===== src/rtl/pfvs_pkg.sv =====
`timescale 1ns / 1ps
// ----------------------------------------------------------------------------
// pfvs_pkg
// Shared types and constants of the potential field vector sum block.
// ----------------------------------------------------------------------------
package pfvs_pkg;

    localparam int RAD_W  = 15;   // radius and spread registers
    localparam int GAIN_W = 12;   // unsigned Q4.8 gains
    localparam int LEN_W  = 16;   // band length, at most spread + radius
    localparam int MAG_W  = GAIN_W + LEN_W;
    localparam int QUO_W  = 21;   // per-axis force magnitude, mag/256 + 1
    localparam int OUT_W  = 32;
    localparam int IDX_W  = 3;

    // saturated push of 999999 m in Q22.8
    localparam logic [29:0] PUSH_Q88 = 30'd255999744;

    typedef enum logic [IDX_W-1:0] {
        REG_GOAL_X     = 3'd0,
        REG_GOAL_Y     = 3'd1,
        REG_ATT_RADIUS = 3'd2,
        REG_ATT_SPREAD = 3'd3,
        REG_ATT_GAIN   = 3'd4,
        REG_REP_RADIUS = 3'd5,
        REG_REP_SPREAD = 3'd6,
        REG_REP_GAIN   = 3'd7
    } cfg_idx_t;

    localparam logic [RAD_W-1:0]  ATT_RADIUS_RST = 15'd282;
    localparam logic [RAD_W-1:0]  ATT_SPREAD_RST = 15'd1152;
    localparam logic [GAIN_W-1:0] ATT_GAIN_RST   = 12'd384;
    localparam logic [RAD_W-1:0]  REP_RADIUS_RST = 15'd128;
    localparam logic [RAD_W-1:0]  REP_SPREAD_RST = 15'd1024;
    localparam logic [GAIN_W-1:0] REP_GAIN_RST   = 12'd512;

endpackage


===== src/rtl/pfvs_if.sv =====
`timescale 1ns / 1ps
// ----------------------------------------------------------------------------
// pfvs_in_if / pfvs_out_if
// Valid/ready channels for obstacle items and force results.
// ----------------------------------------------------------------------------
interface pfvs_in_if #(parameter int COORD_BITS = 16);
    logic                         valid;
    logic                         ready;
    logic signed [COORD_BITS-1:0] robot_x;
    logic signed [COORD_BITS-1:0] robot_y;
    logic signed [COORD_BITS-1:0] obstacle_x;
    logic signed [COORD_BITS-1:0] obstacle_y;
    logic                         point_valid;
    logic                         last_point;

    modport source (output valid, robot_x, robot_y, obstacle_x, obstacle_y,
                    point_valid, last_point, input ready);
    modport sink   (input valid, robot_x, robot_y, obstacle_x, obstacle_y,
                    point_valid, last_point, output ready);
endinterface

interface pfvs_out_if;
    logic                               valid;
    logic                               ready;
    logic signed [pfvs_pkg::OUT_W-1:0]  force_x;
    logic signed [pfvs_pkg::OUT_W-1:0]  force_y;
    logic                               too_close;
    logic                               sum_clipped;

    modport source (output valid, force_x, force_y, too_close, sum_clipped,
                    input ready);
    modport sink   (input valid, force_x, force_y, too_close, sum_clipped,
                    output ready);
endinterface


===== src/rtl/potential_field_vector_sum.sv =====
`timescale 1ns / 1ps
// ----------------------------------------------------------------------------
// potential_field_vector_sum
// Repulsive obstacle forces accumulated per scan plus goal attraction.
// ----------------------------------------------------------------------------
// One item per obstacle point arrives on in_ch with the robot position.
// A valid point adds a repulsive vector to saturating sums; the item with
// last_point also adds the attractive goal vector and then puts one result
// (force_x, force_y, too_close, sum_clipped) on out_ch, after which the sums
// and flags clear.
// Each field evaluation runs bit-serially: a square root one result bit per
// cycle, then, where a force is scaled, two restoring divisions one quotient
// bit per cycle, with a shared multiplier for squares, gains and numerators.
// A point in the sloped band goes through both divisions; a saturated point
// adds the fixed push without dividing, and an out-of-range point adds
// nothing. Each item is taken in the idle state.
// The last item adds one more evaluation and the state that loads the result.
// One item is processed at a time; in_ch.ready is high only when idle.
// The result register holds a finished result while out_ch stalls; the next
// item is taken meanwhile and only the next result waits for it.
// Reset clears the sums, flags and the result register and loads the
// register defaults. cfg_wen writes register cfg_index from cfg_data.
// ----------------------------------------------------------------------------
module potential_field_vector_sum #(
    parameter int COORD_BITS = 16,
    parameter int SUM_BITS   = 32,
    localparam int CFG_W     = (COORD_BITS > pfvs_pkg::RAD_W) ? COORD_BITS
                                                               : pfvs_pkg::RAD_W
) (
    input  logic                          clk,
    input  logic                          rst_n,
    input  logic                          cfg_wen,
    input  logic [pfvs_pkg::IDX_W-1:0]    cfg_index,
    input  logic [CFG_W-1:0]              cfg_data,
    pfvs_in_if.sink                       in_ch,
    pfvs_out_if.source                    out_ch
);

    localparam int DW    = COORD_BITS + 1;          // offset magnitude, distance
    localparam int SQW   = 2 * DW;
    localparam int PW    = pfvs_pkg::MAG_W + DW;
    localparam int NW    = PW + 1;
    localparam int DENW  = DW + 8;
    localparam int QW    = pfvs_pkg::QUO_W;
    localparam int BW    = ((DW > pfvs_pkg::LEN_W) ? DW : pfvs_pkg::LEN_W) + 1;
    localparam int EW    = ((SUM_BITS > pfvs_pkg::OUT_W) ? SUM_BITS
                                                         : pfvs_pkg::OUT_W) + 2;
    localparam int CMAX  = (DW > QW) ? DW : QW;
    localparam int CW    = $clog2(CMAX + 1);
    localparam int OW    = pfvs_pkg::OUT_W;

    localparam logic signed [EW-1:0] SUM_MAX = EW'((64'sd1 <<< (SUM_BITS-1)) - 1);
    localparam logic signed [EW-1:0] SUM_MIN = -SUM_MAX - EW'(1);
    localparam logic signed [EW-1:0] OUT_MAX = EW'((64'sd1 <<< (OW-1)) - 1);
    localparam logic signed [EW-1:0] OUT_MIN = -OUT_MAX - EW'(1);

    typedef enum logic [3:0] {
        ST_IDLE, ST_SETUP, ST_SQX, ST_SQY, ST_ROOT, ST_BAND, ST_MAG,
        ST_NUM, ST_DIV, ST_ACC, ST_NEXT, ST_OUT
    } state_t;

    // configuration
    logic signed [COORD_BITS-1:0]      goal_x_reg, goal_y_reg;
    logic [pfvs_pkg::RAD_W-1:0]        att_radius_reg, att_spread_reg;
    logic [pfvs_pkg::RAD_W-1:0]        rep_radius_reg, rep_spread_reg;
    logic [pfvs_pkg::GAIN_W-1:0]       att_gain_reg, rep_gain_reg;

    // item and datapath
    state_t                            state_reg;
    logic                              rep_job_reg, last_reg;
    logic signed [COORD_BITS-1:0]      rx_reg, ry_reg, ox_reg, oy_reg;
    logic [DW-1:0]                     ax_reg, ay_reg;
    logic                              sx_reg, sy_reg;
    logic [SQW-1:0]                    sq_reg;
    logic [DW:0]                       rem_reg;
    logic [DW-1:0]                     root_reg, dd_reg;
    logic [CW-1:0]                     cnt_reg;
    logic [pfvs_pkg::LEN_W-1:0]        len_reg;
    logic [pfvs_pkg::MAG_W-1:0]        mag_reg;
    logic [DENW-1:0]                   drem_reg;
    logic [QW-1:0]                     num_reg;
    logic                              axis_reg, push_reg;
    logic signed [SUM_BITS-1:0]        sum_x_reg, sum_y_reg;
    logic                              near_reg, clip_reg;

    // result register
    logic                              out_valid_reg;
    logic signed [OW-1:0]              force_x_reg, force_y_reg;
    logic                              too_close_reg, sum_clipped_reg;

    // shared multiplier
    logic [pfvs_pkg::MAG_W-1:0]        mul_a;
    logic [DW-1:0]                     mul_b;
    logic [PW-1:0]                     prod;

    always_comb
    begin
        case (state_reg)
            ST_SQX:
            begin
                mul_a = pfvs_pkg::MAG_W'(ax_reg);
                mul_b = ax_reg;
            end
            ST_SQY:
            begin
                mul_a = pfvs_pkg::MAG_W'(ay_reg);
                mul_b = ay_reg;
            end
            ST_MAG:
            begin
                mul_a = pfvs_pkg::MAG_W'(len_reg);
                mul_b = DW'(rep_job_reg ? rep_gain_reg : att_gain_reg);
            end
            default:
            begin
                mul_a = mag_reg;
                mul_b = axis_reg ? ay_reg : ax_reg;
            end
        endcase
        prod = PW'(mul_a) * PW'(mul_b);
    end

    // offset to the target of the current evaluation
    logic signed [DW-1:0] dx, dy;
    always_comb
    begin
        if (rep_job_reg)
        begin
            dx = DW'(ox_reg) - DW'(rx_reg);
            dy = DW'(oy_reg) - DW'(ry_reg);
        end
        else
        begin
            dx = DW'(goal_x_reg) - DW'(rx_reg);
            dy = DW'(goal_y_reg) - DW'(ry_reg);
        end
    end

    // square root step
    logic [DW+2:0] sqr_t, sqr_trial;
    logic          sqr_ge;
    always_comb
    begin
        sqr_t     = {rem_reg, sq_reg[SQW-1 -: 2]};
        sqr_trial = (DW+3)'({root_reg, 2'b01});
        sqr_ge    = (sqr_t >= sqr_trial);
    end

    // band selection
    logic [BW-1:0] b_d, b_r, b_sr;
    logic          b_in_r, b_in_sr;
    logic [BW-1:0] b_len;
    always_comb
    begin
        b_d  = BW'(root_reg);
        b_r  = BW'(rep_job_reg ? rep_radius_reg : att_radius_reg);
        b_sr = b_r + BW'(rep_job_reg ? rep_spread_reg : att_spread_reg);
        b_in_r  = (b_d < b_r);
        b_in_sr = (b_d <= b_sr);
        if (rep_job_reg)
            b_len = b_sr - b_d;
        else if (b_in_sr)
            b_len = b_d - b_r;
        else
            b_len = BW'(att_spread_reg);
    end

    // numerator with half divisor for rounding
    logic [NW-1:0] numer;
    assign numer = NW'(prod) + NW'({dd_reg, 7'b0});

    // division step
    logic [DENW:0] div_t;
    logic          div_ge;
    always_comb
    begin
        div_t  = {drem_reg, num_reg[QW-1]};
        div_ge = (div_t >= (DENW+1)'({dd_reg, 8'b0}));
    end

    // accumulate step
    logic                    acc_nz, acc_neg;
    logic signed [EW-1:0]    acc_mag, acc_old, acc_sum, acc_next;
    logic                    acc_clip;
    always_comb
    begin
        acc_nz  = axis_reg ? (ay_reg != '0) : (ax_reg != '0);
        acc_neg = rep_job_reg ^ (axis_reg ? sy_reg : sx_reg);
        if (push_reg)
            acc_mag = acc_nz ? EW'(pfvs_pkg::PUSH_Q88) : '0;
        else
            acc_mag = EW'(num_reg);
        acc_old = axis_reg ? EW'(sum_y_reg) : EW'(sum_x_reg);
        acc_sum = acc_neg ? acc_old - acc_mag : acc_old + acc_mag;
        acc_clip = 1'b0;
        acc_next = acc_sum;
        if (acc_sum > SUM_MAX)
        begin
            acc_next = SUM_MAX;
            acc_clip = 1'b1;
        end
        else if (acc_sum < SUM_MIN)
        begin
            acc_next = SUM_MIN;
            acc_clip = 1'b1;
        end
    end

    // output saturation to 32 bits
    logic signed [EW-1:0] ox_w, oy_w;
    logic signed [OW-1:0] fx_next, fy_next;
    logic                 oclip;
    always_comb
    begin
        ox_w  = EW'(sum_x_reg);
        oy_w  = EW'(sum_y_reg);
        oclip = 1'b0;
        fx_next = OW'(ox_w);
        fy_next = OW'(oy_w);
        if (ox_w > OUT_MAX)
        begin
            fx_next = OW'(OUT_MAX);
            oclip = 1'b1;
        end
        else if (ox_w < OUT_MIN)
        begin
            fx_next = OW'(OUT_MIN);
            oclip = 1'b1;
        end
        if (oy_w > OUT_MAX)
        begin
            fy_next = OW'(OUT_MAX);
            oclip = 1'b1;
        end
        else if (oy_w < OUT_MIN)
        begin
            fy_next = OW'(OUT_MIN);
            oclip = 1'b1;
        end
    end

    // configuration registers
    always_ff @(posedge clk or negedge rst_n)
    begin
        if (!rst_n)
        begin
            goal_x_reg     <= '0;
            goal_y_reg     <= '0;
            att_radius_reg <= pfvs_pkg::ATT_RADIUS_RST;
            att_spread_reg <= pfvs_pkg::ATT_SPREAD_RST;
            att_gain_reg   <= pfvs_pkg::ATT_GAIN_RST;
            rep_radius_reg <= pfvs_pkg::REP_RADIUS_RST;
            rep_spread_reg <= pfvs_pkg::REP_SPREAD_RST;
            rep_gain_reg   <= pfvs_pkg::REP_GAIN_RST;
        end
        else if (cfg_wen)
        begin
            case (pfvs_pkg::cfg_idx_t'(cfg_index))
                pfvs_pkg::REG_GOAL_X:     goal_x_reg     <= cfg_data[COORD_BITS-1:0];
                pfvs_pkg::REG_GOAL_Y:     goal_y_reg     <= cfg_data[COORD_BITS-1:0];
                pfvs_pkg::REG_ATT_RADIUS: att_radius_reg <= cfg_data[pfvs_pkg::RAD_W-1:0];
                pfvs_pkg::REG_ATT_SPREAD: att_spread_reg <= cfg_data[pfvs_pkg::RAD_W-1:0];
                pfvs_pkg::REG_ATT_GAIN:   att_gain_reg   <= cfg_data[pfvs_pkg::GAIN_W-1:0];
                pfvs_pkg::REG_REP_RADIUS: rep_radius_reg <= cfg_data[pfvs_pkg::RAD_W-1:0];
                pfvs_pkg::REG_REP_SPREAD: rep_spread_reg <= cfg_data[pfvs_pkg::RAD_W-1:0];
                pfvs_pkg::REG_REP_GAIN:   rep_gain_reg   <= cfg_data[pfvs_pkg::GAIN_W-1:0];
                default: ;
            endcase
        end
    end

    // sequencer, datapath and result register
    always_ff @(posedge clk or negedge rst_n)
    begin
        if (!rst_n)
        begin
            state_reg       <= ST_IDLE;
            rep_job_reg     <= 1'b0;
            last_reg        <= 1'b0;
            rx_reg          <= '0;
            ry_reg          <= '0;
            ox_reg          <= '0;
            oy_reg          <= '0;
            ax_reg          <= '0;
            ay_reg          <= '0;
            sx_reg          <= 1'b0;
            sy_reg          <= 1'b0;
            sq_reg          <= '0;
            rem_reg         <= '0;
            root_reg        <= '0;
            dd_reg          <= '0;
            cnt_reg         <= '0;
            len_reg         <= '0;
            mag_reg         <= '0;
            drem_reg        <= '0;
            num_reg         <= '0;
            axis_reg        <= 1'b0;
            push_reg        <= 1'b0;
            sum_x_reg       <= '0;
            sum_y_reg       <= '0;
            near_reg        <= 1'b0;
            clip_reg        <= 1'b0;
            out_valid_reg   <= 1'b0;
            force_x_reg     <= '0;
            force_y_reg     <= '0;
            too_close_reg   <= 1'b0;
            sum_clipped_reg <= 1'b0;
        end
        else
        begin
            // ST_OUT reloads the result register itself
            if (out_valid_reg && out_ch.ready && state_reg != ST_OUT)
                out_valid_reg <= 1'b0;

            case (state_reg)
                ST_IDLE:
                begin
                    if (in_ch.valid)
                    begin
                        rx_reg      <= in_ch.robot_x;
                        ry_reg      <= in_ch.robot_y;
                        ox_reg      <= in_ch.obstacle_x;
                        oy_reg      <= in_ch.obstacle_y;
                        last_reg    <= in_ch.last_point;
                        rep_job_reg <= in_ch.point_valid;
                        if (in_ch.point_valid || in_ch.last_point)
                            state_reg <= ST_SETUP;
                    end
                end
                ST_SETUP:
                begin
                    ax_reg    <= dx[DW-1] ? DW'(-dx) : DW'(dx);
                    ay_reg    <= dy[DW-1] ? DW'(-dy) : DW'(dy);
                    sx_reg    <= dx[DW-1];
                    sy_reg    <= dy[DW-1];
                    state_reg <= ST_SQX;
                end
                ST_SQX:
                begin
                    sq_reg    <= prod[SQW-1:0];
                    state_reg <= ST_SQY;
                end
                ST_SQY:
                begin
                    sq_reg    <= sq_reg + prod[SQW-1:0];
                    rem_reg   <= '0;
                    root_reg  <= '0;
                    cnt_reg   <= '0;
                    state_reg <= ST_ROOT;
                end
                ST_ROOT:
                begin
                    // one root bit per cycle, radicand shifts out two bits
                    sq_reg   <= {sq_reg[SQW-3:0], 2'b00};
                    if (sqr_ge)
                    begin
                        rem_reg  <= (DW+1)'(sqr_t - sqr_trial);
                        root_reg <= {root_reg[DW-2:0], 1'b1};
                    end
                    else
                    begin
                        rem_reg  <= (DW+1)'(sqr_t);
                        root_reg <= {root_reg[DW-2:0], 1'b0};
                    end
                    cnt_reg <= cnt_reg + CW'(1);
                    if (cnt_reg == CW'(DW-1))
                        state_reg <= ST_BAND;
                end
                ST_BAND:
                begin
                    axis_reg <= 1'b0;
                    push_reg <= 1'b0;
                    len_reg  <= b_len[pfvs_pkg::LEN_W-1:0];
                    // coincident points: direction +x, distance one
                    if (root_reg == '0)
                    begin
                        ax_reg <= DW'(1);
                        ay_reg <= '0;
                        sx_reg <= 1'b0;
                        sy_reg <= 1'b0;
                        dd_reg <= DW'(1);
                    end
                    else
                        dd_reg <= root_reg;
                    if (rep_job_reg)
                    begin
                        if (b_in_r)
                        begin
                            near_reg  <= 1'b1;
                            push_reg  <= 1'b1;
                            state_reg <= ST_ACC;
                        end
                        else if (b_in_sr)
                            state_reg <= ST_MAG;
                        else
                            state_reg <= ST_NEXT;
                    end
                    else if (b_in_r)
                        state_reg <= ST_NEXT;
                    else
                        state_reg <= ST_MAG;
                end
                ST_MAG:
                begin
                    mag_reg   <= prod[pfvs_pkg::MAG_W-1:0];
                    state_reg <= ST_NUM;
                end
                ST_NUM:
                begin
                    drem_reg  <= numer[NW-1:QW];
                    num_reg   <= numer[QW-1:0];
                    cnt_reg   <= '0;
                    state_reg <= ST_DIV;
                end
                ST_DIV:
                begin
                    // quotient bits shift in as numerator bits shift out
                    if (div_ge)
                        drem_reg <= DENW'(div_t - (DENW+1)'({dd_reg, 8'b0}));
                    else
                        drem_reg <= DENW'(div_t);
                    num_reg <= {num_reg[QW-2:0], div_ge};
                    cnt_reg <= cnt_reg + CW'(1);
                    if (cnt_reg == CW'(QW-1))
                        state_reg <= ST_ACC;
                end
                ST_ACC:
                begin
                    if (axis_reg)
                        sum_y_reg <= SUM_BITS'(acc_next);
                    else
                        sum_x_reg <= SUM_BITS'(acc_next);
                    if (acc_clip)
                        clip_reg <= 1'b1;
                    if (!axis_reg)
                    begin
                        axis_reg  <= 1'b1;
                        state_reg <= push_reg ? ST_ACC : ST_NUM;
                    end
                    else
                        state_reg <= ST_NEXT;
                end
                ST_NEXT:
                begin
                    if (!rep_job_reg)
                        state_reg <= ST_OUT;
                    else if (last_reg)
                    begin
                        rep_job_reg <= 1'b0;
                        state_reg   <= ST_SETUP;
                    end
                    else
                        state_reg <= ST_IDLE;
                end
                ST_OUT:
                begin
                    if (!out_valid_reg || out_ch.ready)
                    begin
                        out_valid_reg   <= 1'b1;
                        force_x_reg     <= fx_next;
                        force_y_reg     <= fy_next;
                        too_close_reg   <= near_reg;
                        sum_clipped_reg <= clip_reg | oclip;
                        sum_x_reg       <= '0;
                        sum_y_reg       <= '0;
                        near_reg        <= 1'b0;
                        clip_reg        <= 1'b0;
                        state_reg       <= ST_IDLE;
                    end
                end
                default:
                    state_reg <= ST_IDLE;
            endcase
        end
    end

    assign in_ch.ready        = (state_reg == ST_IDLE);
    assign out_ch.valid       = out_valid_reg;
    assign out_ch.force_x     = force_x_reg;
    assign out_ch.force_y     = force_y_reg;
    assign out_ch.too_close   = too_close_reg;
    assign out_ch.sum_clipped = sum_clipped_reg;

endmodule

===== src/flat_wrapper.sv =====
// flat-port wrapper written by rule: the top's interface ports become plain ports
module potential_field_vector_sum_flat 
#(
    parameter int COORD_BITS = 16,
    parameter int SUM_BITS   = 32,
    localparam int CFG_W     = (COORD_BITS > pfvs_pkg::RAD_W) ? COORD_BITS
                                                               : pfvs_pkg::RAD_W
)
  (clk, rst_n, cfg_wen, cfg_index, cfg_data, in_ch_valid, in_ch_robot_x, in_ch_robot_y, in_ch_obstacle_x, in_ch_obstacle_y, in_ch_point_valid, in_ch_last_point, in_ch_ready, out_ch_valid, out_ch_force_x, out_ch_force_y, out_ch_too_close, out_ch_sum_clipped, out_ch_ready);
  pfvs_in_if #(.COORD_BITS(COORD_BITS)) in_ch_i ();
  pfvs_out_if out_ch_i ();
  input  logic clk;
  input  logic rst_n;
  input  logic cfg_wen;
  input  logic [pfvs_pkg::IDX_W-1:0] cfg_index;
  input  logic [CFG_W-1:0] cfg_data;
  input wire logic [$bits(in_ch_i.valid)-1:0] in_ch_valid;
  input wire logic [$bits(in_ch_i.robot_x)-1:0] in_ch_robot_x;
  input wire logic [$bits(in_ch_i.robot_y)-1:0] in_ch_robot_y;
  input wire logic [$bits(in_ch_i.obstacle_x)-1:0] in_ch_obstacle_x;
  input wire logic [$bits(in_ch_i.obstacle_y)-1:0] in_ch_obstacle_y;
  input wire logic [$bits(in_ch_i.point_valid)-1:0] in_ch_point_valid;
  input wire logic [$bits(in_ch_i.last_point)-1:0] in_ch_last_point;
  output wire logic [$bits(in_ch_i.ready)-1:0] in_ch_ready;
  output wire logic [$bits(out_ch_i.valid)-1:0] out_ch_valid;
  output wire logic [$bits(out_ch_i.force_x)-1:0] out_ch_force_x;
  output wire logic [$bits(out_ch_i.force_y)-1:0] out_ch_force_y;
  output wire logic [$bits(out_ch_i.too_close)-1:0] out_ch_too_close;
  output wire logic [$bits(out_ch_i.sum_clipped)-1:0] out_ch_sum_clipped;
  input wire logic [$bits(out_ch_i.ready)-1:0] out_ch_ready;
  assign in_ch_i.valid = in_ch_valid;
  assign in_ch_i.robot_x = in_ch_robot_x;
  assign in_ch_i.robot_y = in_ch_robot_y;
  assign in_ch_i.obstacle_x = in_ch_obstacle_x;
  assign in_ch_i.obstacle_y = in_ch_obstacle_y;
  assign in_ch_i.point_valid = in_ch_point_valid;
  assign in_ch_i.last_point = in_ch_last_point;
  assign in_ch_ready = in_ch_i.ready;
  assign out_ch_valid = out_ch_i.valid;
  assign out_ch_force_x = out_ch_i.force_x;
  assign out_ch_force_y = out_ch_i.force_y;
  assign out_ch_too_close = out_ch_i.too_close;
  assign out_ch_sum_clipped = out_ch_i.sum_clipped;
  assign out_ch_i.ready = out_ch_ready;
  potential_field_vector_sum #(.COORD_BITS(COORD_BITS), .SUM_BITS(SUM_BITS)) u_core (.clk(clk), .rst_n(rst_n), .cfg_wen(cfg_wen), .cfg_index(cfg_index), .cfg_data(cfg_data), .in_ch(in_ch_i), .out_ch(out_ch_i));
endmodule

===== config.mk =====
export PLATFORM = sky130hd
export DESIGN_NAME = potential_field_vector_sum_flat
export DESIGN_NICKNAME = d
export VERILOG_FILES = /design/src/rtl/pfvs_pkg.sv /design/src/rtl/pfvs_if.sv /design/src/rtl/potential_field_vector_sum.sv /design/src/flat_wrapper.sv
export SDC_FILE = /design/constraint.sdc
export NUM_CORES = 2
export LEC_CHECK = 0
export ABC_AREA = 1
export BUFFER_PORTS_ARGS = -buffer_cell sky130_fd_sc_hd__buf_2
export CAP_MARGIN = 10
export CORE_UTILIZATION = 55
export DETAILED_ROUTE_END_ITERATION = 10
export GPL_ROUTABILITY_DRIVEN = 0
export HOLD_SLACK_MARGIN = 0.08
export MAX_ROUTING_LAYER = met4
export PLACE_DENSITY_LB_ADDON = 0.15
export SLEW_MARGIN = 20
export SYNTH_ARGS = -nofsm -noshare
export SYNTH_HDL_FRONTEND = slang
export SYNTH_SLANG_ARGS = --single-unit
export TNS_END_PERCENT = 5

===== constraint.sdc =====
create_clock -name clk -period 12.95 [get_ports clk]
set_input_delay 3.885 -clock clk [delete_from_list [all_inputs] [get_ports clk]]
set_output_delay 3.885 -clock clk [all_outputs]
set_load 0.005 [all_outputs]

==> out/qor.csv <==
metric;value;unit
Syn-to-layout area delta;8.08;%
port bufs;157;
vias per inst;5.60;
num rows;112;
worst r2r src;u_core.state_reg[3];
Longest Clk Path Bufs;3;
share of flip-flops with an asynchronous set or reset;100;%
largest net degree at the start of global routing;151;
reg-to-reg slack, setup;2.14;ns
first-pass GRT wire length;254;mm
Adder-Cell Fraction of Synth Area;23.5;%
terminus of the critical flop-to-flop path;u_core.drem_reg[19];
#FFs+latches synth;538;
Final min period;10.81;ns
r2r worst-path depth;42;
DR iter-0 viols;4471;
status;finished, final reports clean;
GRT Util Overall;35.3;%
Synth Area per Inst;7.25;µm²
CTS Root Cell;clkbuf_16;
CTS Hold Bufs;0;
Die Span Y;309;µm
Final ANT Viol Nets;0;
number of global-route vias before repair;45600;
total CTS buffers;61;
Seq/Total Area, Yosys;26.0;%
clk slew on worst S/H paths;0.06;ns
yosys warns;0;
Post-synth EDFFs;0;
routed len/inst;19.1;µm
drt drc;0;
layout cells sized above 1;6.48;%
period utilisation layout;83.5;%
die area;95300;µm²
Synth Area in XOR/XNOR;3.13;%
CTS tree;done;
RSZ-0062 raised after global routing;false;
CP endpoint kind;flip-flop;
Hold/Removal Path Class;reg -> reg;
CP max-delay cell;clkinv_1;
drt total wl;162;mm
Post-Syn Area;51700;µm²
Final Skew;0.0365;ns
Max Slew Vio Count;0;
Compound-Gate Fraction of Synth Area;12.3;%
Gate Count Post-Synth;7132;
measured slew at the worst slew-check pin;1.07;ns
final count of hold timing violations;0;
CP required;13.49;ns
max FFs per register;34;
largest family of logic cells by synthesized area;simple AND/OR/NAND/NOR gates;
fmax;92.5;MHz
Num Clock Sinks;538;
# Max-Cap Violations;0;
cell repeated most along the worst path;nand2_1;
crit path launch type;flip-flop;
syn nets;7956;
Finish-stage setup viols;0;
setup TNS;0;ns
met1 global-route usage;46.2;%
crit path from;u_core.state_reg[3];
Post-layout nets;8019;
met2 Resource Use GR;54.0;%
critical path type;reg -> reg;
Vias;47584;
gr ovfl total;0;
H-Tree Level Count;2;
Max stage delay on crit path;0.73;ns
Core Footprint;93200;µm²
post-synthesis mux area share;0.779;%
number of distinct library cells after synthesis;63;
Inserted Diodes;0;
Slew HR;28.5;%
global route hottest layer;met2;
met3 Track Usage GR;5.84;%
DRT Pass-1 Iters;6;
capture point of the critical path;u_core.drem_reg[19];
I/O pin count;158;
number of antenna violations at the first check in global routing;2;
post-synthesis simple-gate area fraction;23.9;%
Clk Latency, worst-skew pair;0.69;ns
placed wire-length estimate;126;mm
post-CTS sizing;0;
crit-path max FO;28;
starting density of the core;55.5;%
top_reg_cell synth;dfrtp_1;
die width;309;µm
WP data arrival;11.36;ns
Post-CTS Setup Inserts;0;
-- cell usage in the layout (no fill, tap or decap), types with 28 or more instances in the layout --
cell type  synthesis  routed
a21oi_1          354     352
xnor2_1           57      57
fa_1             398     398
o21ai_0          516     513
clkbuf_16          0      61
ha_1             336     336
nand4_1           58      58
a31oi_1           44      44
mux2_2            34      34
buf_4              2      69
xor2_1           128     128
nor3_1            41      40
dfrtp_1          527     525
nand2_1         2082    2079
o22ai_1           35      35
nand3_1          217     217
or2_2             35      35
o221ai_1          28      28
inv_1           1150    1148
buf_2             19     156
nor2_1           597     590
-- metrics by stage --
stage	worst slack, ns	std cells	util, %	hold slack, ns	cell area, µm²
after floorplan	4.86	7132	-	0.442	51700
after global routing	1.70	8492	60.0	0.491	55900
after CTS	2.54	8492	60.0	0.477	55900
final	2.14	8492	60.0	0.472	55900
after detailed placement	2.57	8386	57.8	0.461	53800
after global placement	2.76	8386	57.8	0.460	53800
-- final cells by class --
type                            count  area [µm²]
Tap cell                         1254        1570
Multi-Input combinational cell   5192       33000
Clock inverter                     29         450
Clock buffer                       77        1650
Timing Repair Buffer              228        1350
Sequential cell                   538       13500
Inverter                         1174        4410
Fill cell                        8725       37300
-- layer usage --
metal  wire length [µm]  part of all wire, %  vias to the layer above
li1                   -                    -                    22529
met1              67300                   42                    22659
met2              72500                   45                     1967
met3              13900                  8.6                      429
met4               8070                  5.0                        0
met5                  0                    0                        -
-- cells in the mapped netlist, types with 18 or more instances --
| master | instances | area (µm²) |
|---|---|---|
| nand2_1 | 2082 | 7820 |
| inv_1 | 1150 | 4320 |
| nor2_1 | 597 | 2240 |
| dfrtp_1 | 527 | 13200 |
| o21ai_0 | 516 | 2580 |
| fa_1 | 398 | 7970 |
| a21oi_1 | 354 | 1770 |
| ha_1 | 336 | 4200 |
| nand3_1 | 217 | 1090 |
| clkbuf_1 | 186 | 698 |
| xor2_1 | 128 | 1120 |
| nand4_1 | 58 | 363 |
| xnor2_1 | 57 | 499 |
| a31oi_1 | 44 | 275 |
| nor3_1 | 41 | 205 |
| o22ai_1 | 35 | 219 |
| or2_2 | 35 | 219 |
| mux2_2 | 34 | 383 |
| o221ai_1 | 28 | 245 |
| o211ai_1 | 26 | 195 |
| o21bai_1 | 26 | 195 |
| a21o_1 | 22 | 165 |
| buf_2 | 19 | 95.1 |
| nand2_2 | 19 | 119 |
| buf_1 | 18 | 67.6 |
| o21ai_1 | 18 | 90.1 |
-- critical path, delay by kind of cell (launching register included) --
kind                     cells  cell delay, ns
adder cells (fa/ha/maj)      8            3.76
flip-flops                   1            0.42
AND/OR/NAND/NOR             19            3.19
AO/OA/AOI/OAI                5            0.77
XOR/XNOR                     1            0.68
buffers and inverters        9            1.83
-- worst min-delay path by stage --
stage / from / endpoint / slack [ns] / cells past startpoint
after floorplan: u_core.clip_reg / u_core.clip_reg / 0.44 / 2
final: u_core.out_ch.force_y[8] / u_core.out_ch.force_y[8] / 0.47 / 2
after global placement: u_core.out_ch.force_y[6] / u_core.out_ch.force_y[6] / 0.46 / 2
after CTS: u_core.out_ch.force_y[8] / u_core.out_ch.force_y[8] / 0.48 / 2
after detailed placement: u_core.out_ch.force_y[23] / u_core.out_ch.force_y[23] / 0.46 / 2
after global routing: u_core.sum_x_reg[11] / u_core.sum_x_reg[11] / 0.49 / 2
-- cells by family (layout without fill, tap and decap cells) --
kind of cell	Yosys count	count (layout)
AND/OR/NAND/NOR	3092	3092
flip-flops	538	538
buffers and inverters	1402	1508
adder cells (fa/ha/maj)	734	734
AO/OA/AOI/OAI	1145	1145
multiplexers	36	36
XOR/XNOR	185	185
Power is not shown: default switching activity piles up to over one toggle a cycle in this logic, so the estimate is an artifact.
